`config.mk`:
```
export PLATFORM = sky130hd
export DESIGN_NAME = fiducial_bearing_distance_estimator
export DESIGN_NICKNAME = d
export VERILOG_FILES = /design/src/rtl/fbde_pkg.sv /design/src/rtl/fbde_mul.sv /design/src/rtl/fbde_sqrt.sv /design/src/rtl/fbde_div.sv /design/src/rtl/fiducial_bearing_distance_estimator.sv
export SDC_FILE = /design/constraint.sdc
export NUM_CORES = 2
export LEC_CHECK = 0
export ABC_AREA = 0
export BUFFER_PORTS_ARGS = -buffer_cell sky130_fd_sc_hd__buf_2
export CAP_MARGIN = 20
export CORE_MARGIN = 2
export CORE_UTILIZATION = 55
export DETAILED_ROUTE_END_ITERATION = 10
export PLACE_DENSITY = 0.75
export SETUP_SLACK_MARGIN = 0.4
export SKIP_CTS_REPAIR_TIMING = 1
export SYNTH_ARGS = -nofsm -noshare
export SYNTH_HDL_FRONTEND = slang
export SYNTH_SLANG_ARGS = --single-unit
```
`constraint.sdc`:
```
create_clock -name i_clk -period 8.6 [get_ports i_clk]
set_input_delay 1.29 -clock i_clk [delete_from_list [all_inputs] [get_ports i_clk]]
set_output_delay 1.29 -clock i_clk [all_outputs]
set_load 0.01 [all_outputs]
```
`src/rtl/fbde_pkg.sv`:
```
// ----------------------------------------------------------------------------
// fbde_pkg
// Widths, register indexes, tag table and state type for the estimator.
// ----------------------------------------------------------------------------
package fbde_pkg;

    localparam int NUM_TAGS    = 12;
    localparam int NUM_TARGETS = 3;
    localparam int TGT_IDX_W   = (NUM_TARGETS > 1) ? $clog2(NUM_TARGETS) : 1;

    localparam int DRONE_W = 2;
    localparam int TAG_W   = 4;
    localparam int AREA_W  = 24;
    localparam int TRANS_W = 24;
    localparam int QUAT_W  = 16;
    localparam int OFS_W   = 18;
    localparam int DIST_W  = 24;
    localparam int BEAR_W  = 16;

    localparam int NUM_REGS  = 6;
    localparam int CFG_IDX_W = 3;
    localparam logic [CFG_IDX_W-1:0] REG_TGT_X = 3'd0;
    localparam logic [CFG_IDX_W-1:0] REG_TGT_Y = 3'd1;
    localparam logic [CFG_IDX_W-1:0] REG_TGT_Z = 3'd2;
    localparam logic [CFG_IDX_W-1:0] REG_CAM_X = 3'd3;
    localparam logic [CFG_IDX_W-1:0] REG_CAM_Y = 3'd4;
    localparam logic [CFG_IDX_W-1:0] REG_CAM_Z = 3'd5;

    localparam logic signed [OFS_W-1:0] RST_TGT_X = 18'sd0;
    localparam logic signed [OFS_W-1:0] RST_TGT_Y = -18'sd10486;
    localparam logic signed [OFS_W-1:0] RST_TGT_Z = -18'sd5571;
    localparam logic signed [OFS_W-1:0] RST_CAM_X = 18'sd4588;
    localparam logic signed [OFS_W-1:0] RST_CAM_Y = 18'sd0;
    localparam logic signed [OFS_W-1:0] RST_CAM_Z = 18'sd3604;

    // Shift-add multiplier: multiplier operand consumed one digit per cycle.
    localparam int MUL_A_W    = 32;
    localparam int MUL_B_W    = 28;
    localparam int MUL_DIG_W  = 4;
    localparam int MUL_DIGITS = MUL_B_W / MUL_DIG_W;
    localparam int MUL_CNT_W  = $clog2(MUL_DIGITS);
    localparam int MUL_P_W    = MUL_A_W + MUL_B_W;

    localparam int QP_W  = 30;
    localparam int ROT_W = 32;
    localparam int POS_W = 26;
    localparam int VEC_W = 27;
    localparam int MAG_W = 26;
    localparam int SQ_W  = 54;
    localparam int ROOT_W = SQ_W / 2;
    localparam int QUO_W  = 15;
    localparam int DIVD_W = MAG_W + QUO_W + 1;
    localparam int DIVS_W = ROOT_W + 1;
    localparam int FRAC_SH = 28;

    localparam logic [DIST_W-1:0] DIST_MAX = 24'd12582912;
    localparam logic [QUO_W-1:0]  BEAR_ONE = 15'd16384;

    // Quaternion product slots.
    localparam int QP_XY = 0;
    localparam int QP_ZW = 1;
    localparam int QP_XZ = 2;
    localparam int QP_YW = 3;
    localparam int QP_YZ = 4;
    localparam int QP_XW = 5;
    localparam int QP_XX = 6;
    localparam int QP_YY = 7;
    localparam int QP_ZZ = 8;
    localparam int NUM_QP = 9;

    localparam logic [DRONE_W-1:0] TAG_MAP [NUM_TAGS] = '{
        2'd1, 2'd1, 2'd1, 2'd1, 2'd2, 2'd2, 2'd2, 2'd2, 2'd3, 2'd3, 2'd3, 2'd3
    };

    // Target drone for a tag, zero when the tag has no table entry.
    function automatic logic [DRONE_W-1:0] tag_target(input logic [TAG_W-1:0] tag);
        logic [DRONE_W-1:0] tgt;
        tgt = '0;
        for (int k = 0; k < NUM_TAGS; k++) begin
            if (int'(tag) == k) begin
                tgt = TAG_MAP[k];
            end
        end
        return tgt;
    endfunction

    typedef enum logic [2:0] {
        ST_IDLE,
        ST_QUAT,
        ST_ROT,
        ST_SQR,
        ST_ROOT,
        ST_DIV,
        ST_OUT
    } t_state;

endpackage

```
`src/rtl/fbde_mul.sv`:
```
// ----------------------------------------------------------------------------
// fbde_mul
// Signed shift-add multiplier, one digit of the second operand per cycle.
// ----------------------------------------------------------------------------
module fbde_mul (
    input  logic                                 i_clk,
    input  logic                                 i_rst_n,
    input  logic                                 i_start,
    input  logic signed [fbde_pkg::MUL_A_W-1:0]  i_a,
    input  logic signed [fbde_pkg::MUL_B_W-1:0]  i_b,
    output logic                                 o_done,
    output logic signed [fbde_pkg::MUL_P_W-1:0]  o_prod
);

    logic signed [fbde_pkg::MUL_P_W-1:0]   r_a;
    logic        [fbde_pkg::MUL_B_W-1:0]   r_b;
    logic signed [fbde_pkg::MUL_P_W-1:0]   r_acc;
    logic        [fbde_pkg::MUL_CNT_W-1:0] r_cnt;
    logic                                  r_busy;
    logic                                  r_done;

    logic                                  last;
    logic signed [fbde_pkg::MUL_DIG_W:0]   digit;
    logic signed [fbde_pkg::MUL_P_W-1:0]   pp;

    // The top digit carries the sign of the two's complement operand.
    always_comb begin
        last  = (r_cnt == fbde_pkg::MUL_CNT_W'(fbde_pkg::MUL_DIGITS - 1));
        digit = {last & r_b[fbde_pkg::MUL_DIG_W-1], r_b[fbde_pkg::MUL_DIG_W-1:0]};
        pp    = r_a * digit;
    end

    always_ff @(posedge i_clk) begin
        if (!i_rst_n) begin
            r_busy <= 1'b0;
            r_done <= 1'b0;
            r_cnt  <= '0;
        end else begin
            r_done <= 1'b0;
            if (i_start && !r_busy) begin
                r_busy <= 1'b1;
                r_cnt  <= '0;
            end else if (r_busy) begin
                r_cnt <= r_cnt + 1'b1;
                if (last) begin
                    r_busy <= 1'b0;
                    r_done <= 1'b1;
                end
            end
        end
    end

    always_ff @(posedge i_clk) begin
        if (i_start && !r_busy) begin
            r_a   <= fbde_pkg::MUL_P_W'(i_a);
            r_b   <= i_b;
            r_acc <= '0;
        end else if (r_busy) begin
            r_acc <= r_acc + pp;
            r_a   <= r_a <<< fbde_pkg::MUL_DIG_W;
            r_b   <= r_b >> fbde_pkg::MUL_DIG_W;
        end
    end

    assign o_done = r_done;
    assign o_prod = r_acc;

endmodule

```
`src/rtl/fbde_sqrt.sv`:
```
// ----------------------------------------------------------------------------
// fbde_sqrt
// Integer square root, two radicand bits and one root bit per cycle.
// ----------------------------------------------------------------------------
module fbde_sqrt (
    input  logic                              i_clk,
    input  logic                              i_rst_n,
    input  logic                              i_start,
    input  logic [fbde_pkg::SQ_W-1:0]         i_rad,
    output logic                              o_done,
    output logic [fbde_pkg::ROOT_W-1:0]       o_root
);

    localparam int REM_W = fbde_pkg::ROOT_W + 3;
    localparam int CNT_W = $clog2(fbde_pkg::ROOT_W);

    logic [fbde_pkg::SQ_W-1:0]   r_rad;
    logic [REM_W-1:0]            r_rem;
    logic [fbde_pkg::ROOT_W-1:0] r_root;
    logic [CNT_W-1:0]            r_cnt;
    logic                        r_busy;
    logic                        r_done;

    logic [REM_W-1:0] rem_sh;
    logic [REM_W-1:0] trial;
    logic             ge;
    logic             last;

    always_comb begin
        rem_sh = {r_rem[REM_W-3:0], r_rad[fbde_pkg::SQ_W-1 -: 2]};
        trial  = {1'b0, r_root, 2'b01};
        ge     = (rem_sh >= trial);
        last   = (r_cnt == CNT_W'(fbde_pkg::ROOT_W - 1));
    end

    always_ff @(posedge i_clk) begin
        if (!i_rst_n) begin
            r_busy <= 1'b0;
            r_done <= 1'b0;
            r_cnt  <= '0;
        end else begin
            r_done <= 1'b0;
            if (i_start && !r_busy) begin
                r_busy <= 1'b1;
                r_cnt  <= '0;
            end else if (r_busy) begin
                r_cnt <= r_cnt + 1'b1;
                if (last) begin
                    r_busy <= 1'b0;
                    r_done <= 1'b1;
                end
            end
        end
    end

    always_ff @(posedge i_clk) begin
        if (i_start && !r_busy) begin
            r_rad  <= i_rad;
            r_rem  <= '0;
            r_root <= '0;
        end else if (r_busy) begin
            r_rad  <= r_rad << 2;
            r_rem  <= ge ? (rem_sh - trial) : rem_sh;
            r_root <= {r_root[fbde_pkg::ROOT_W-2:0], ge};
        end
    end

    assign o_done = r_done;
    assign o_root = r_root;

endmodule

```
`src/rtl/fbde_div.sv`:
```
// ----------------------------------------------------------------------------
// fbde_div
// Restoring divider, one quotient bit per cycle, for a quotient known to
// fit in QUO_W bits.
// ----------------------------------------------------------------------------
module fbde_div (
    input  logic                              i_clk,
    input  logic                              i_rst_n,
    input  logic                              i_start,
    input  logic [fbde_pkg::DIVD_W-1:0]       i_dividend,
    input  logic [fbde_pkg::DIVS_W-1:0]       i_divisor,
    output logic                              o_done,
    output logic [fbde_pkg::QUO_W-1:0]        o_quot
);

    localparam int CNT_W = $clog2(fbde_pkg::QUO_W);

    logic [fbde_pkg::DIVS_W-1:0] r_rem;
    logic [fbde_pkg::DIVS_W-1:0] r_den;
    logic [fbde_pkg::QUO_W-1:0]  r_low;
    logic [fbde_pkg::QUO_W-1:0]  r_quot;
    logic [CNT_W-1:0]            r_cnt;
    logic                        r_busy;
    logic                        r_done;

    logic [fbde_pkg::DIVS_W:0]   rem_sh;
    logic [fbde_pkg::DIVS_W:0]   diff;
    logic                        ge;
    logic                        last;

    always_comb begin
        rem_sh = {r_rem, r_low[fbde_pkg::QUO_W-1]};
        diff   = rem_sh - {1'b0, r_den};
        ge     = (rem_sh >= {1'b0, r_den});
        last   = (r_cnt == CNT_W'(fbde_pkg::QUO_W - 1));
    end

    always_ff @(posedge i_clk) begin
        if (!i_rst_n) begin
            r_busy <= 1'b0;
            r_done <= 1'b0;
            r_cnt  <= '0;
        end else begin
            r_done <= 1'b0;
            if (i_start && !r_busy) begin
                r_busy <= 1'b1;
                r_cnt  <= '0;
            end else if (r_busy) begin
                r_cnt <= r_cnt + 1'b1;
                if (last) begin
                    r_busy <= 1'b0;
                    r_done <= 1'b1;
                end
            end
        end
    end

    // The upper dividend bits are already below the divisor, so only the
    // low QUO_W bits need a step each.
    always_ff @(posedge i_clk) begin
        if (i_start && !r_busy) begin
            r_rem  <= fbde_pkg::DIVS_W'(i_dividend[fbde_pkg::DIVD_W-1:fbde_pkg::QUO_W]);
            r_low  <= i_dividend[fbde_pkg::QUO_W-1:0];
            r_den  <= i_divisor;
            r_quot <= '0;
        end else if (r_busy) begin
            r_rem  <= ge ? diff[fbde_pkg::DIVS_W-1:0] : rem_sh[fbde_pkg::DIVS_W-1:0];
            r_low  <= r_low << 1;
            r_quot <= {r_quot[fbde_pkg::QUO_W-2:0], ge};
        end
    end

    assign o_done = r_done;
    assign o_quot = r_quot;

endmodule

```
`src/rtl/fiducial_bearing_distance_estimator.sv`:
```
// ----------------------------------------------------------------------------
// fiducial_bearing_distance_estimator
// Marker pose to body-frame distance and unit bearing toward a target drone.
// ----------------------------------------------------------------------------
//  channel  | valid        | ready         | payload
//  ---------+--------------+---------------+---------------------------------
//  config   | i_cfg_valid  | o_cfg_ready   | i_cfg_index, i_cfg_data
//  input    | i_in_valid   | o_in_ready    | i_first_of_message .. i_quat_z
//  output   | o_out_valid  | i_out_ready   | o_source_drone .. o_bearing_z
//
//  An item that yields a result runs 21 products on the shift-add multiplier,
//  one pass through the square root unit and three divisions, which are
//  skipped when the norm is zero. An item that yields no result leaves the block idle.
//  Input is taken only while idle; a finished result waits in the output
//  register while the next item is accepted. Reset is synchronous, low.
// ----------------------------------------------------------------------------
module fiducial_bearing_distance_estimator (
    input  logic                                   i_clk,
    input  logic                                   i_rst_n,
    input  logic                                   i_cfg_valid,
    output logic                                   o_cfg_ready,
    input  logic [fbde_pkg::CFG_IDX_W-1:0]         i_cfg_index,
    input  logic signed [fbde_pkg::OFS_W-1:0]      i_cfg_data,
    input  logic                                   i_in_valid,
    output logic                                   o_in_ready,
    input  logic                                   i_first_of_message,
    input  logic [fbde_pkg::DRONE_W-1:0]           i_observer_drone,
    input  logic [fbde_pkg::TAG_W-1:0]             i_tag_id,
    input  logic [fbde_pkg::AREA_W-1:0]            i_tag_area,
    input  logic signed [fbde_pkg::TRANS_W-1:0]    i_trans_x,
    input  logic signed [fbde_pkg::TRANS_W-1:0]    i_trans_y,
    input  logic signed [fbde_pkg::TRANS_W-1:0]    i_trans_z,
    input  logic signed [fbde_pkg::QUAT_W-1:0]     i_quat_w,
    input  logic signed [fbde_pkg::QUAT_W-1:0]     i_quat_x,
    input  logic signed [fbde_pkg::QUAT_W-1:0]     i_quat_y,
    input  logic signed [fbde_pkg::QUAT_W-1:0]     i_quat_z,
    output logic                                   o_out_valid,
    input  logic                                   i_out_ready,
    output logic [fbde_pkg::DRONE_W-1:0]           o_source_drone,
    output logic [fbde_pkg::DRONE_W-1:0]           o_target_drone,
    output logic [fbde_pkg::DIST_W-1:0]            o_distance,
    output logic signed [fbde_pkg::BEAR_W-1:0]     o_bearing_x,
    output logic signed [fbde_pkg::BEAR_W-1:0]     o_bearing_y,
    output logic signed [fbde_pkg::BEAR_W-1:0]     o_bearing_z
);

    fbde_pkg::t_state r_state, n_state;

    logic signed [fbde_pkg::OFS_W-1:0]   r_cfg [fbde_pkg::NUM_REGS];
    logic [fbde_pkg::NUM_TARGETS-1:0]    r_seen;
    logic [fbde_pkg::NUM_TARGETS-1:0]    n_seen;
    logic [fbde_pkg::AREA_W-1:0]         r_best [fbde_pkg::NUM_TARGETS];

    logic [fbde_pkg::DRONE_W-1:0]        r_obs;
    logic [fbde_pkg::DRONE_W-1:0]        r_tgt;
    logic signed [fbde_pkg::TRANS_W-1:0] r_trans [3];
    logic signed [fbde_pkg::QUAT_W-1:0]  r_qw, r_qx, r_qy, r_qz;

    logic signed [fbde_pkg::QP_W-1:0]    r_qp [fbde_pkg::NUM_QP];
    logic signed [fbde_pkg::MUL_P_W-1:0] r_racc;
    logic signed [fbde_pkg::POS_W-1:0]   r_p [3];
    logic [fbde_pkg::SQ_W-1:0]           r_sq;
    logic [fbde_pkg::ROOT_W-1:0]         r_norm;
    logic signed [fbde_pkg::BEAR_W-1:0]  r_bear [3];

    logic [3:0] r_job;
    logic [1:0] r_row;
    logic [1:0] r_col;
    logic       r_pending;

    logic                               r_out_valid;
    logic [fbde_pkg::DRONE_W-1:0]       r_o_src;
    logic [fbde_pkg::DRONE_W-1:0]       r_o_tgt;
    logic [fbde_pkg::DIST_W-1:0]        r_o_dist;
    logic signed [fbde_pkg::BEAR_W-1:0] r_o_bear [3];

    // Control outputs of the sequencer.
    logic in_ready, mul_start, sqrt_start, div_start, out_load;

    logic                               accept;
    logic [fbde_pkg::DRONE_W-1:0]       in_tgt;
    logic                               tgt_ok;
    logic [fbde_pkg::TGT_IDX_W-1:0]     ti;
    logic                               seen_eff;
    logic                               hit;

    logic signed [fbde_pkg::ROT_W-1:0]  rot [3][3];
    logic signed [fbde_pkg::VEC_W-1:0]  bv [3];
    logic signed [fbde_pkg::QUAT_W-1:0] qa, qb;
    logic signed [fbde_pkg::MUL_A_W-1:0] mul_a;
    logic signed [fbde_pkg::MUL_B_W-1:0] mul_b;
    logic                                mul_done;
    logic signed [fbde_pkg::MUL_P_W-1:0] mul_prod;
    logic signed [fbde_pkg::MUL_P_W-1:0] rot_sum;
    logic signed [fbde_pkg::MUL_P_W-1:0] rot_rnd;

    logic                               sqrt_done;
    logic [fbde_pkg::ROOT_W-1:0]        sqrt_root;

    logic signed [fbde_pkg::VEC_W-1:0]  cur_b;
    logic [fbde_pkg::VEC_W-1:0]         cur_abs;
    logic [fbde_pkg::DIVD_W-1:0]        dividend;
    logic [fbde_pkg::DIVS_W-1:0]        divisor;
    logic                               div_done;
    logic [fbde_pkg::QUO_W-1:0]         quot;
    logic [fbde_pkg::QUO_W-1:0]         quot_c;

    logic mul_last, div_last;

    // ------------------------------------------------------------------
    // Input decode and per-target best area
    // ------------------------------------------------------------------
    always_comb begin
        in_tgt   = fbde_pkg::tag_target(i_tag_id);
        tgt_ok   = (in_tgt != '0) && (int'(in_tgt) <= fbde_pkg::NUM_TARGETS);
        ti       = fbde_pkg::TGT_IDX_W'(in_tgt - 1'b1);
        seen_eff = !i_first_of_message && r_seen[ti];
        hit      = tgt_ok && (!seen_eff || (i_tag_area > r_best[ti]));
        accept   = i_in_valid && in_ready;
    end

    // A first-of-message item clears every seen flag before its own update.
    always_comb begin
        n_seen = i_first_of_message ? '0 : r_seen;
        if (hit) begin
            n_seen[ti] = 1'b1;
        end
    end

    always_ff @(posedge i_clk) begin
        if (!i_rst_n) begin
            r_seen <= '0;
        end else if (accept) begin
            r_seen <= n_seen;
        end
    end

    always_ff @(posedge i_clk) begin
        if (accept && hit) begin
            r_best[ti] <= i_tag_area;
        end
    end

    always_ff @(posedge i_clk) begin
        if (accept) begin
            r_obs      <= i_observer_drone;
            r_tgt      <= in_tgt;
            r_trans[0] <= i_trans_x;
            r_trans[1] <= i_trans_y;
            r_trans[2] <= i_trans_z;
            r_qw       <= i_quat_w;
            r_qx       <= i_quat_x;
            r_qy       <= i_quat_y;
            r_qz       <= i_quat_z;
        end
    end

    // ------------------------------------------------------------------
    // Configuration registers
    // ------------------------------------------------------------------
    assign o_cfg_ready = 1'b1;

    always_ff @(posedge i_clk) begin
        if (!i_rst_n) begin
            r_cfg[fbde_pkg::REG_TGT_X] <= fbde_pkg::RST_TGT_X;
            r_cfg[fbde_pkg::REG_TGT_Y] <= fbde_pkg::RST_TGT_Y;
            r_cfg[fbde_pkg::REG_TGT_Z] <= fbde_pkg::RST_TGT_Z;
            r_cfg[fbde_pkg::REG_CAM_X] <= fbde_pkg::RST_CAM_X;
            r_cfg[fbde_pkg::REG_CAM_Y] <= fbde_pkg::RST_CAM_Y;
            r_cfg[fbde_pkg::REG_CAM_Z] <= fbde_pkg::RST_CAM_Z;
        end else if (i_cfg_valid) begin
            for (int k = 0; k < fbde_pkg::NUM_REGS; k++) begin
                if (int'(i_cfg_index) == k) begin
                    r_cfg[k] <= i_cfg_data;
                end
            end
        end
    end

    // ------------------------------------------------------------------
    // Rotation matrix in Q.28 from the stored quaternion products
    // ------------------------------------------------------------------
    function automatic logic signed [fbde_pkg::ROT_W-1:0] twice_sum(
        input logic signed [fbde_pkg::QP_W-1:0] a,
        input logic signed [fbde_pkg::QP_W-1:0] b,
        input logic                             sub
    );
        logic signed [fbde_pkg::ROT_W-1:0] s;
        s = sub ? (fbde_pkg::ROT_W'(a) - fbde_pkg::ROT_W'(b))
                : (fbde_pkg::ROT_W'(a) + fbde_pkg::ROT_W'(b));
        return s <<< 1;
    endfunction

    localparam logic signed [fbde_pkg::ROT_W-1:0] ONE_Q28 = 32'sd1 <<< fbde_pkg::FRAC_SH;

    always_comb begin
        rot[0][0] = ONE_Q28 - twice_sum(r_qp[fbde_pkg::QP_YY], r_qp[fbde_pkg::QP_ZZ], 1'b0);
        rot[0][1] = twice_sum(r_qp[fbde_pkg::QP_XY], r_qp[fbde_pkg::QP_ZW], 1'b1);
        rot[0][2] = twice_sum(r_qp[fbde_pkg::QP_XZ], r_qp[fbde_pkg::QP_YW], 1'b0);
        rot[1][0] = twice_sum(r_qp[fbde_pkg::QP_XY], r_qp[fbde_pkg::QP_ZW], 1'b0);
        rot[1][1] = ONE_Q28 - twice_sum(r_qp[fbde_pkg::QP_XX], r_qp[fbde_pkg::QP_ZZ], 1'b0);
        rot[1][2] = twice_sum(r_qp[fbde_pkg::QP_YZ], r_qp[fbde_pkg::QP_XW], 1'b1);
        rot[2][0] = twice_sum(r_qp[fbde_pkg::QP_XZ], r_qp[fbde_pkg::QP_YW], 1'b1);
        rot[2][1] = twice_sum(r_qp[fbde_pkg::QP_YZ], r_qp[fbde_pkg::QP_XW], 1'b0);
        rot[2][2] = ONE_Q28 - twice_sum(r_qp[fbde_pkg::QP_XX], r_qp[fbde_pkg::QP_YY], 1'b0);
    end

    // Camera to body axes: bx = pz, by = -px, bz = -py, then camera offset.
    always_comb begin
        bv[0] = fbde_pkg::VEC_W'(r_p[2]) + fbde_pkg::VEC_W'(r_cfg[fbde_pkg::REG_CAM_X]);
        bv[1] = fbde_pkg::VEC_W'(r_cfg[fbde_pkg::REG_CAM_Y]) - fbde_pkg::VEC_W'(r_p[0]);
        bv[2] = fbde_pkg::VEC_W'(r_cfg[fbde_pkg::REG_CAM_Z]) - fbde_pkg::VEC_W'(r_p[1]);
    end

    // ------------------------------------------------------------------
    // Multiplier operand selection
    // ------------------------------------------------------------------
    always_comb begin
        case (r_job)
            4'd0:    begin qa = r_qx; qb = r_qy; end
            4'd1:    begin qa = r_qz; qb = r_qw; end
            4'd2:    begin qa = r_qx; qb = r_qz; end
            4'd3:    begin qa = r_qy; qb = r_qw; end
            4'd4:    begin qa = r_qy; qb = r_qz; end
            4'd5:    begin qa = r_qx; qb = r_qw; end
            4'd6:    begin qa = r_qx; qb = r_qx; end
            4'd7:    begin qa = r_qy; qb = r_qy; end
            default: begin qa = r_qz; qb = r_qz; end
        endcase

        cur_b = bv[0];
        for (int k = 1; k < 3; k++) begin
            if (int'(r_job) == k) begin
                cur_b = bv[k];
            end
        end

        case (r_state)
            fbde_pkg::ST_QUAT: begin
                mul_a = fbde_pkg::MUL_A_W'(qa);
                mul_b = fbde_pkg::MUL_B_W'(qb);
            end
            fbde_pkg::ST_ROT: begin
                mul_a = fbde_pkg::MUL_A_W'(rot[r_row][r_col]);
                mul_b = fbde_pkg::MUL_B_W'(r_cfg[r_col]);
            end
            fbde_pkg::ST_SQR: begin
                mul_a = fbde_pkg::MUL_A_W'(cur_b);
                mul_b = fbde_pkg::MUL_B_W'(cur_b);
            end
            default: begin
                mul_a = '0;
                mul_b = '0;
            end
        endcase
    end

    fbde_mul u_mul (
        .i_clk   (i_clk),
        .i_rst_n (i_rst_n),
        .i_start (mul_start),
        .i_a     (mul_a),
        .i_b     (mul_b),
        .o_done  (mul_done),
        .o_prod  (mul_prod)
    );

    // Row sum rounded to Q16.16: add half, then floor by taking upper bits.
    always_comb begin
        rot_sum = r_racc + mul_prod;
        rot_rnd = rot_sum + (fbde_pkg::MUL_P_W'(1) <<< (fbde_pkg::FRAC_SH - 1));
    end

    fbde_sqrt u_sqrt (
        .i_clk   (i_clk),
        .i_rst_n (i_rst_n),
        .i_start (sqrt_start),
        .i_rad   (r_sq),
        .o_done  (sqrt_done),
        .o_root  (sqrt_root)
    );

    // Bearing = round(|b| * 16384 / n) = floor((|b| * 32768 + n) / (2n)).
    always_comb begin
        cur_abs  = cur_b[fbde_pkg::VEC_W-1] ? fbde_pkg::VEC_W'(-cur_b)
                                            : fbde_pkg::VEC_W'(cur_b);
        dividend = fbde_pkg::DIVD_W'({cur_abs[fbde_pkg::MAG_W-1:0], fbde_pkg::QUO_W'(0)})
                 + fbde_pkg::DIVD_W'(r_norm);
        divisor  = {r_norm, 1'b0};
        quot_c   = (quot > fbde_pkg::BEAR_ONE) ? fbde_pkg::BEAR_ONE : quot;
    end

    fbde_div u_div (
        .i_clk      (i_clk),
        .i_rst_n    (i_rst_n),
        .i_start    (div_start),
        .i_dividend (dividend),
        .i_divisor  (divisor),
        .o_done     (div_done),
        .o_quot     (quot)
    );

    // ------------------------------------------------------------------
    // Sequencer
    // ------------------------------------------------------------------
    always_comb begin
        mul_last = 1'b0;
        case (r_state)
            fbde_pkg::ST_QUAT: mul_last = (int'(r_job) == fbde_pkg::NUM_QP - 1);
            fbde_pkg::ST_ROT:  mul_last = (r_row == 2'd2) && (r_col == 2'd2);
            fbde_pkg::ST_SQR:  mul_last = (r_job == 4'd2);
            default:           mul_last = 1'b0;
        endcase
        div_last = (r_job == 4'd2);
    end

    always_comb begin
        n_state = r_state;
        case (r_state)
            fbde_pkg::ST_IDLE: begin
                if (accept && hit) begin
                    n_state = fbde_pkg::ST_QUAT;
                end
            end
            fbde_pkg::ST_QUAT: begin
                if (mul_done && mul_last) begin
                    n_state = fbde_pkg::ST_ROT;
                end
            end
            fbde_pkg::ST_ROT: begin
                if (mul_done && mul_last) begin
                    n_state = fbde_pkg::ST_SQR;
                end
            end
            fbde_pkg::ST_SQR: begin
                if (mul_done && mul_last) begin
                    n_state = fbde_pkg::ST_ROOT;
                end
            end
            fbde_pkg::ST_ROOT: begin
                if (sqrt_done) begin
                    n_state = (sqrt_root == '0) ? fbde_pkg::ST_OUT : fbde_pkg::ST_DIV;
                end
            end
            fbde_pkg::ST_DIV: begin
                if (div_done && div_last) begin
                    n_state = fbde_pkg::ST_OUT;
                end
            end
            fbde_pkg::ST_OUT: begin
                if (!r_out_valid || i_out_ready) begin
                    n_state = fbde_pkg::ST_IDLE;
                end
            end
            default: n_state = fbde_pkg::ST_IDLE;
        endcase
    end

    always_comb begin
        in_ready   = 1'b0;
        mul_start  = 1'b0;
        sqrt_start = 1'b0;
        div_start  = 1'b0;
        out_load   = 1'b0;
        case (r_state)
            fbde_pkg::ST_IDLE: in_ready   = 1'b1;
            fbde_pkg::ST_QUAT: mul_start  = !r_pending;
            fbde_pkg::ST_ROT:  mul_start  = !r_pending;
            fbde_pkg::ST_SQR:  mul_start  = !r_pending;
            fbde_pkg::ST_ROOT: sqrt_start = !r_pending;
            fbde_pkg::ST_DIV:  div_start  = !r_pending;
            fbde_pkg::ST_OUT:  out_load   = !r_out_valid || i_out_ready;
            default:           in_ready   = 1'b0;
        endcase
    end

    assign o_in_ready = in_ready;

    always_ff @(posedge i_clk) begin
        if (!i_rst_n) begin
            r_state   <= fbde_pkg::ST_IDLE;
            r_pending <= 1'b0;
            r_job     <= '0;
            r_row     <= '0;
            r_col     <= '0;
        end else begin
            r_state <= n_state;
            if (mul_start || sqrt_start || div_start) begin
                r_pending <= 1'b1;
            end else if (mul_done || sqrt_done || div_done) begin
                r_pending <= 1'b0;
            end
            if (r_state != n_state) begin
                r_job <= '0;
                r_row <= '0;
                r_col <= '0;
            end else if (mul_done || div_done) begin
                r_job <= r_job + 1'b1;
                if (r_col == 2'd2) begin
                    r_col <= '0;
                    r_row <= r_row + 1'b1;
                end else begin
                    r_col <= r_col + 1'b1;
                end
            end
        end
    end

    // Datapath registers filled as each unit finishes.
    always_ff @(posedge i_clk) begin
        if (r_state == fbde_pkg::ST_IDLE) begin
            r_racc <= '0;
            r_sq   <= '0;
        end
        if (mul_done) begin
            case (r_state)
                fbde_pkg::ST_QUAT: begin
                    for (int k = 0; k < fbde_pkg::NUM_QP; k++) begin
                        if (int'(r_job) == k) begin
                            r_qp[k] <= mul_prod[fbde_pkg::QP_W-1:0];
                        end
                    end
                end
                fbde_pkg::ST_ROT: begin
                    if (r_col == 2'd2) begin
                        r_racc <= '0;
                        for (int k = 0; k < 3; k++) begin
                            if (int'(r_row) == k) begin
                                r_p[k] <= $signed(rot_rnd[fbde_pkg::FRAC_SH +: fbde_pkg::POS_W])
                                        + fbde_pkg::POS_W'(r_trans[k]);
                            end
                        end
                    end else begin
                        r_racc <= rot_sum;
                    end
                end
                fbde_pkg::ST_SQR: begin
                    r_sq <= r_sq + mul_prod[fbde_pkg::SQ_W-1:0];
                end
                default: begin
                    r_racc <= r_racc;
                end
            endcase
        end
        if (sqrt_done) begin
            r_norm <= sqrt_root;
            for (int k = 0; k < 3; k++) begin
                r_bear[k] <= '0;
            end
        end
        if (div_done) begin
            for (int k = 0; k < 3; k++) begin
                if (int'(r_job) == k) begin
                    r_bear[k] <= cur_b[fbde_pkg::VEC_W-1]
                               ? -$signed(fbde_pkg::BEAR_W'(quot_c))
                               : $signed(fbde_pkg::BEAR_W'(quot_c));
                end
            end
        end
    end

    // ------------------------------------------------------------------
    // Output register
    // ------------------------------------------------------------------
    always_ff @(posedge i_clk) begin
        if (!i_rst_n) begin
            r_out_valid <= 1'b0;
        end else if (out_load) begin
            r_out_valid <= 1'b1;
        end else if (i_out_ready) begin
            r_out_valid <= 1'b0;
        end
    end

    always_ff @(posedge i_clk) begin
        if (out_load) begin
            r_o_src  <= r_obs;
            r_o_tgt  <= r_tgt;
            r_o_dist <= (r_norm > fbde_pkg::ROOT_W'(fbde_pkg::DIST_MAX))
                      ? fbde_pkg::DIST_MAX : r_norm[fbde_pkg::DIST_W-1:0];
            for (int k = 0; k < 3; k++) begin
                r_o_bear[k] <= r_bear[k];
            end
        end
    end

    assign o_out_valid    = r_out_valid;
    assign o_source_drone = r_o_src;
    assign o_target_drone = r_o_tgt;
    assign o_distance     = r_o_dist;
    assign o_bearing_x    = r_o_bear[0];
    assign o_bearing_y    = r_o_bear[1];
    assign o_bearing_z    = r_o_bear[2];

endmodule

```
## Yosys cells after proc, flatten, opt, wreduce, memory -nomap -nowiden

Memory sizes are Yosys's and may differ from the RTL's. A register that Yosys moved wholly into a read port is not among the register bits.
Cells that the tools add are included.

- Register bits after elaboration: 613
- RAM bits: 696
- Input port bits: 193
- Output and inout port bits: 79
- Logic and storage cells: 430
- Memories kept: 7

Memory list:

| memory | depth | bits a word | read ports | clocked after memory_dff | write ports | RTL line | text |
|---|---|---|---|---|---|---|---|
| r_qp | 9 | 30 | 9 | 0 | 1 | fiducial_bearing_distance_estimator.sv:59 | `logic signed [fbde_pkg::QP_W-1:0] r_qp [fbde_pkg::NUM_QP];` |
| r_cfg | 6 | 18 | 4 | 1 | 6 | fiducial_bearing_distance_estimator.sv:49 | `logic signed [fbde_pkg::OFS_W-1:0] r_cfg [fbde_pkg::NUM_REGS];` |
| r_p | 3 | 26 | 3 | 0 | 1 | fiducial_bearing_distance_estimator.sv:61 | `logic signed [fbde_pkg::POS_W-1:0] r_p [3];` |
| r_best | 3 | 24 | 1 | 0 | 1 | fiducial_bearing_distance_estimator.sv:52 | `logic [fbde_pkg::AREA_W-1:0] r_best [fbde_pkg::NUM_TARGETS];` |
| r_trans | 3 | 24 | 3 | 0 | 3 | fiducial_bearing_distance_estimator.sv:56 | `logic signed [fbde_pkg::TRANS_W-1:0] r_trans [3];` |
| r_bear | 3 | 16 | 3 | 0 | 3 | fiducial_bearing_distance_estimator.sv:64 | `logic signed [fbde_pkg::BEAR_W-1:0] r_bear [3];` |
| 1 more memories | -- | -- | -- | -- | -- | -- |  |

- Add/sub/neg operators: 34
- $mul: 1
- Order comparisons: 9
- Eq/ne operators: 46
- Mux-type cells: 215
- Bitwise operators: 17
- Reductions and logical operators: 62

Operators by type and width:

| cell | count |
|---|---|
| $mux W60 | 5 |
| $mux W54 | 5 |
| $mux W30 | 8 |
| $reduce_or A30 Y1 | 8 |
| $bmux W96 S2 | 1 |
| $mux W96 | 2 |
| $add A30 B30 Y31 | 6 |
| $mux W1 | 127 |
| $add A60 B60 Y60 | 2 |
| $pmux W60 S2 | 1 |
| $mux W28 | 4 |
| $mux W18 | 6 |
| $mux W27 | 4 |
| $pmux W32 S3 | 1 |
| $sub A30 B32 Y32 const A | 3 |
| $sub A30 B30 Y31 | 3 |
| $pmux W28 S3 | 1 |
| $add A26 B24 Y26 | 3 |
| $mux W26 | 3 |
| $bmux W32 S2 | 1 |
| $mux W16 | 4 |
| $mux W32 | 2 |
| $mul A60 B5 Y60 | 1 |
| $eq A4 B4 Y1 const B | 14 |
| 59 further kinds | 169 |

## Depth between registers and ports, before layout

- Depth after elaboration: 26
- Depth in mapped cells: 34

## Modules after synthesis

Synthesis repeated with hierarchy kept, for this count alone.

- Cell total of the unflattened synthesis: 9975
- Area total of the unflattened synthesis: 95704.3 µm²

Modules (own cells, without submodules):

| module | times used | cells an instance | area an instance (µm²) | seq. area each (µm²) |
|---|---|---|---|---|
| fiducial_bearing_distance_estimator | 1 | 6825 | 66797.8 | 27656.5 |
| fbde_mul | 1 | 2011 | 17519.3 | 3943.8 |
| fbde_sqrt | 1 | 605 | 6143.4 | 2862.7 |
| fbde_div | 1 | 534 | 5243.8 | 2542.4 |

## Least setup slack after synthesis

No wires, ideal clock.

- Kind: input port to flip-flop
- From: input i_out_ready
- To: register r_o_dist, in the netlist o_distance[0] (enable)
- Arrival: 7.026 ns
- Required time: 7.980 ns
- Path slack: 0.955 ns
- Stages: 2
- Path buffers: 0
- Path through: nand2b_1 nor3b_1

- Longest elaborated chain between the ends: 2

RTL lines:

| what | RTL line | text |
|---|---|---|
| start, declared | fiducial_bearing_distance_estimator.sv:38 | `input logic i_out_ready,` |
| $logic_or A1 B1 Y1 | fiducial_bearing_distance_estimator.sv:372 | `fbde_pkg::ST_OUT: out_load = !r_out_valid \|\| i_out_ready;` |
| $mux W1 | fiducial_bearing_distance_estimator.sv:365 | `case (r_state)` |
| named net out_load | fiducial_bearing_distance_estimator.sv:78 | `logic in_ready, mul_start, sqrt_start, div_start, out_load;` |
| end signal, assigned | fiducial_bearing_distance_estimator.sv:479 | `r_o_dist <= (r_norm > fbde_pkg::ROOT_W'(fbde_pkg::DIST_MAX))` |
| end, declared | fiducial_bearing_distance_estimator.sv:74 | `logic [fbde_pkg::DIST_W-1:0] r_o_dist;` |

The timed path passes the listed nets, and every way through them passes these cells.
A chain may end at the register's enable or synchronous reset.

## Final worst setup path

- From: register r_racc[1] (netlist name)
- To: memory r_p[0][51] (netlist name), data pin

- Longest elaborated chain between the ends: 5
- Elaborated cells between the ends (all ways): 7
- Classes of those cells: add/sub (5); mux (2)

RTL lines:

| what | RTL line | text |
|---|---|---|
| start, declared | fiducial_bearing_distance_estimator.sv:60 | `logic signed [fbde_pkg::MUL_P_W-1:0] r_racc;` |
| start signal, assigned | fiducial_bearing_distance_estimator.sv:434 | `r_racc <= rot_sum;` |
| start signal, assigned | fiducial_bearing_distance_estimator.sv:441 | `r_racc <= r_racc;` |
| $add A60 B60 Y60 (*) | fiducial_bearing_distance_estimator.sv:270 | `rot_sum = r_racc + mul_prod;` |
| $add A54 B29 Y54 (*) | fiducial_bearing_distance_estimator.sv:271 | `rot_rnd = rot_sum + (fbde_pkg::MUL_P_W'(1) <<< (fbde_pkg::FRAC_SH - 1));` |
| $add A26 B24 Y26 | fiducial_bearing_distance_estimator.sv:430 | `+ fbde_pkg::POS_W'(r_trans[k]);` |
| $mux W26 (no line) | -- |  |
| $mux W26 (no line) (*) | -- |  |
| end, declared | fiducial_bearing_distance_estimator.sv:61 |  |

Every way passes the cells marked *; elsewhere a longest branch is shown, timed or not.

==> summary.md <==
| Metric | Value |
|---|---|
| Post-DP HPWL | 206500 um |
| CTS Buf Count | 144 |
| Status | complete, no violations |
| Vias per cell | 6.273 |
| DIE AREA | 170100 um^2 |
| Slew @ Worst Pin | 1288 ps |
| Post-synthesis instance total | 9301 |
| WL final | 271300 um |
| Fin util | 60.77% |
| Fillers | 13520 |
| Via count | 74140 |
| Later-pin clock latency in the skew report | 830 ps |
| Post-route ant nets | 0 |
| Row count | 149 |
| GP Congestion | 1.009 |
| Clock power frac | 27.2% |
| Final Hold Fails | 0 |
| DRC | 0 |
| CTS tree | done |
| Sequential cell area fraction in the yosys report | 39.93% |
| Seq pwr share | 33.3% |
| Synthesized area per cell | 9.867 um^2 |
| Post-synthesis net count | 10470 |
| Final setup violation count | 0 |
| GRT Util Overall | 31.17% |
| Synth warn | 0 |
| Post-Syn Area | 91770 um^2 |
| Flop-to-flop setup slack | 960 ps |
| Crit path max fanout | 6 |
| FMAX | 0.1308 GHz |
| Net Switching | 8481 uW |
| WS Path Type | reg2reg |
| Final #Nets | 10660 |
| Worst path required time | 9140 ps |
| Max_slew headroom | 14.12% |
| CP endpoint kind | register |
| Die Wd | 412.5 um |
| First-pass GRT wire length | 409400 um |
| PwrDens | 229.3 nW/um^2 |
| Clock transition at path regs | 60 ps |
| RSZ-0062 raised after global routing | no |
| Hold_sp | r_bear[0][27] |
| Slew Viols, Final | 0 |
| Largest net degree at the start of global routing | 101 |
| Startpoint types | register |
| Sequential cell area | 36660 um^2 |
| H-tree depth | 4 |
| Int Power | 14560 uW |
| Port Buf Inserts | 268 |
| Distinct cells, synth | 118 |
| Area delta synth->final | 9.497% |
| Final clock period utilization by the worst path | 88.89% |
| Initial Utilization | 55.50% |
| Register bit total from synthesis | 1292 |
| Most frequent cells in the layout | 1077 x edfxtp_1, 750 x ha_1, 740 x nand2_1 |
| Vias in the first global route | 70000 |
| I/O Pins | 272 |
| Initial antenna violation count | 25 |
| Fin Setup TNS | 0 ps |
| Max Cap Viol | 0 |
| Number of synthesized flops with an enable pin | 1077 |
| CORE AREA | 165400 um^2 |
| Reg2reg start | r_racc[1] |
| Cell area after layout | 100500 um^2 |
| Lkg Pwr | 0.04063 uW |
| Hold crit path type | reg2reg |
| Max clock buf depth | 3 |
| Combinational share of power | 39.5% |
| Minimum clock period | 7645 ps |
| Asr flop ratio synth | 0% |
| Switching Share | 36.81% |
| Prevailing post-synth register cell | edfxtp_1 |
| Max Clock Skew | 56.17 ps |
| Initial DRC Count | 8125 |
| Gr ovfl total | 0 |
| Routed length per instance | 22.96 um |
| Commonest non-fill, non-tap cell in the layout | edfxtp_1 |
| Root Driver | clkbuf_16 |
| Area occupied by multi-input gates | 51400 um^2 |
| Peak VDD IR | 406.2 uV |
| DRT Pass-1 Iters | 8 |
| Placement Cell Area | 95560 um^2 |
| Critical path origin | r_racc[1] |
| CP arrival | 8180 ps |
| Total power | 23040 uW |
| Layout cells sized above 1 | 9.557% |
| Num Clock Sinks | 1292 |
| DIE HEIGHT | 412.5 um |
[cell families after synthesis]
logic type	share of synthesized area, %
simple gates	14.44
compound gates	18.19
flops	39.93
buf+inv	4.244
fa+ha+maj	15.05
xor+xnor	6.246
mux	1.903
other cells	0.004086
[worst paths after layout]
kind	end	depth (start not counted)
worst min register to register	r_o_bear[0][27]	0
worst max register to register	r_p[0][51]	26
worst max-delay path	r_p[0][51]	26
worst min-delay path	r_o_bear[0][27]	0
[metal layers]
| layer | GRT usage, % | vias to the layer above | share of wire (%) |
|---|---|---|---|
| met2 | 48.72 | 3468 | 45 |
| met5 | 0 | - | 0.020 |
| met4 | 11.58 | 8 | 3.9 |
| met3 | 5.333 | 505 | 9.7 |
| met1 | 43.47 | 35880 | 42 |
| li1 | - | 34280 | - |
[sequential cells by signal, summed over array words and instances, names as in the netlist, 48 cells and up, named ones only]
name          count
r_qp            270
r_cfg           108
r_p              78
r_best           72
r_trans          72
r_racc           54
r_sq             54
u_mul.o_prod     54
u_mul.r_a        54
u_sqrt.r_rad     54
r_bear           48
r_o_bear         48
[cell type report]
cell class	count	area share, %
Antenna cell	13	0.03237
Clock buffer	190	3.931
Clock inverter	75	0.8778
Inverter	640	2.398
Multi-Input combinational cell	7011	51.15
Sequential cell	1292	36.48
Tap cell	2189	2.726
Timing Repair Buffer	408	2.407
[synthesized netlist by cell type, types with 21 or more instances]
library cell / count / share of area (%)
edfxtp_1: 1077 / 35
ha_1: 750 / 10
nand2_1: 741 / 3.0
a21oi_1: 656 / 3.6
nor2_1: 653 / 2.7
inv_1: 638 / 2.6
o21ai_0: 571 / 3.1
xnor2_1: 404 / 3.9
clkbuf_1: 294 / 1.2
a21o_1: 271 / 2.2
and2_1: 248 / 1.7
xor2_1: 245 / 2.3
nand3_1: 228 / 1.2
fa_1: 221 / 4.8
dfxtp_1: 215 / 4.7
nor3_1: 175 / 0.95
a211oi_1: 117 / 0.96
nand2b_1: 109 / 0.74
or3_1: 98 / 0.67
o21bai_1: 95 / 0.78
o21a_1: 89 / 0.73
and3_1: 80 / 0.55
a22o_1: 78 / 0.74
a31oi_1: 78 / 0.53
or2_2: 77 / 0.52
mux2_2: 72 / 0.88
nor2b_1: 68 / 0.46
nand4_1: 60 / 0.41
o211ai_1: 60 / 0.49
nor4_1: 56 / 0.38
mux2i_1: 53 / 0.58
o31ai_1: 53 / 0.43
o221ai_1: 36 / 0.34
a2111oi_0: 27 / 0.26
a22oi_1: 25 / 0.20
a31o_2: 25 / 0.24
o22ai_1: 25 / 0.17
o2111ai_1: 24 / 0.23
a221oi_1: 22 / 0.21
a211o_1: 21 / 0.20
buf_1: 21 / 0.086
or4_1: 21 / 0.17
[power groups by stage]
stage | logic (uW) | registers, uW | clock network, uW
2_1_floorplan | 6630 | 7710 | 0
5_1_grt | 10200 | 7700 | 6570
3_3_place_gp | 8610 | 7780 | 0
4_1_cts | 8960 | 7670 | 6330
3_5_place_dp | 8850 | 7790 | 0
6_report | 9100 | 7680 | 6270
[critical path: stages, from the launching register on]
cell and delay (ps):
edfxtp_1 440, ha_1 340, a211oi_1 370, o21ai_0 150
or3b_2 240, nand2_1 100, a41o_1 300, o311ai_0 520
a21oi_1 170, xor2_1 470, ha_1 290, xor2_1 520
ha_1 350, a21o_1 190, a21oi_1 250, o21bai_1 120
or3_1 350, nand3_1 130, a41oi_1 200, o41ai_1 490
o21ai_0 200, o21ai_0 180, nand2b_1 70, a21oi_1 290
o2111ai_1 190, a21oi_1 190, xor3_1 250
[metrics by stage]
stage,cells,worst slack (ps),hold WS [ps]
after floorplan,9301,954.8,400.3
after global placement,11540,708.5,401.8
after detailed placement,11540,614.9,404.5
after CTS,11800,502.8,413.9
after global routing,11820,427.1,415.1
final,11820,955.3,411.6
(Power assumes the default switching activity.)
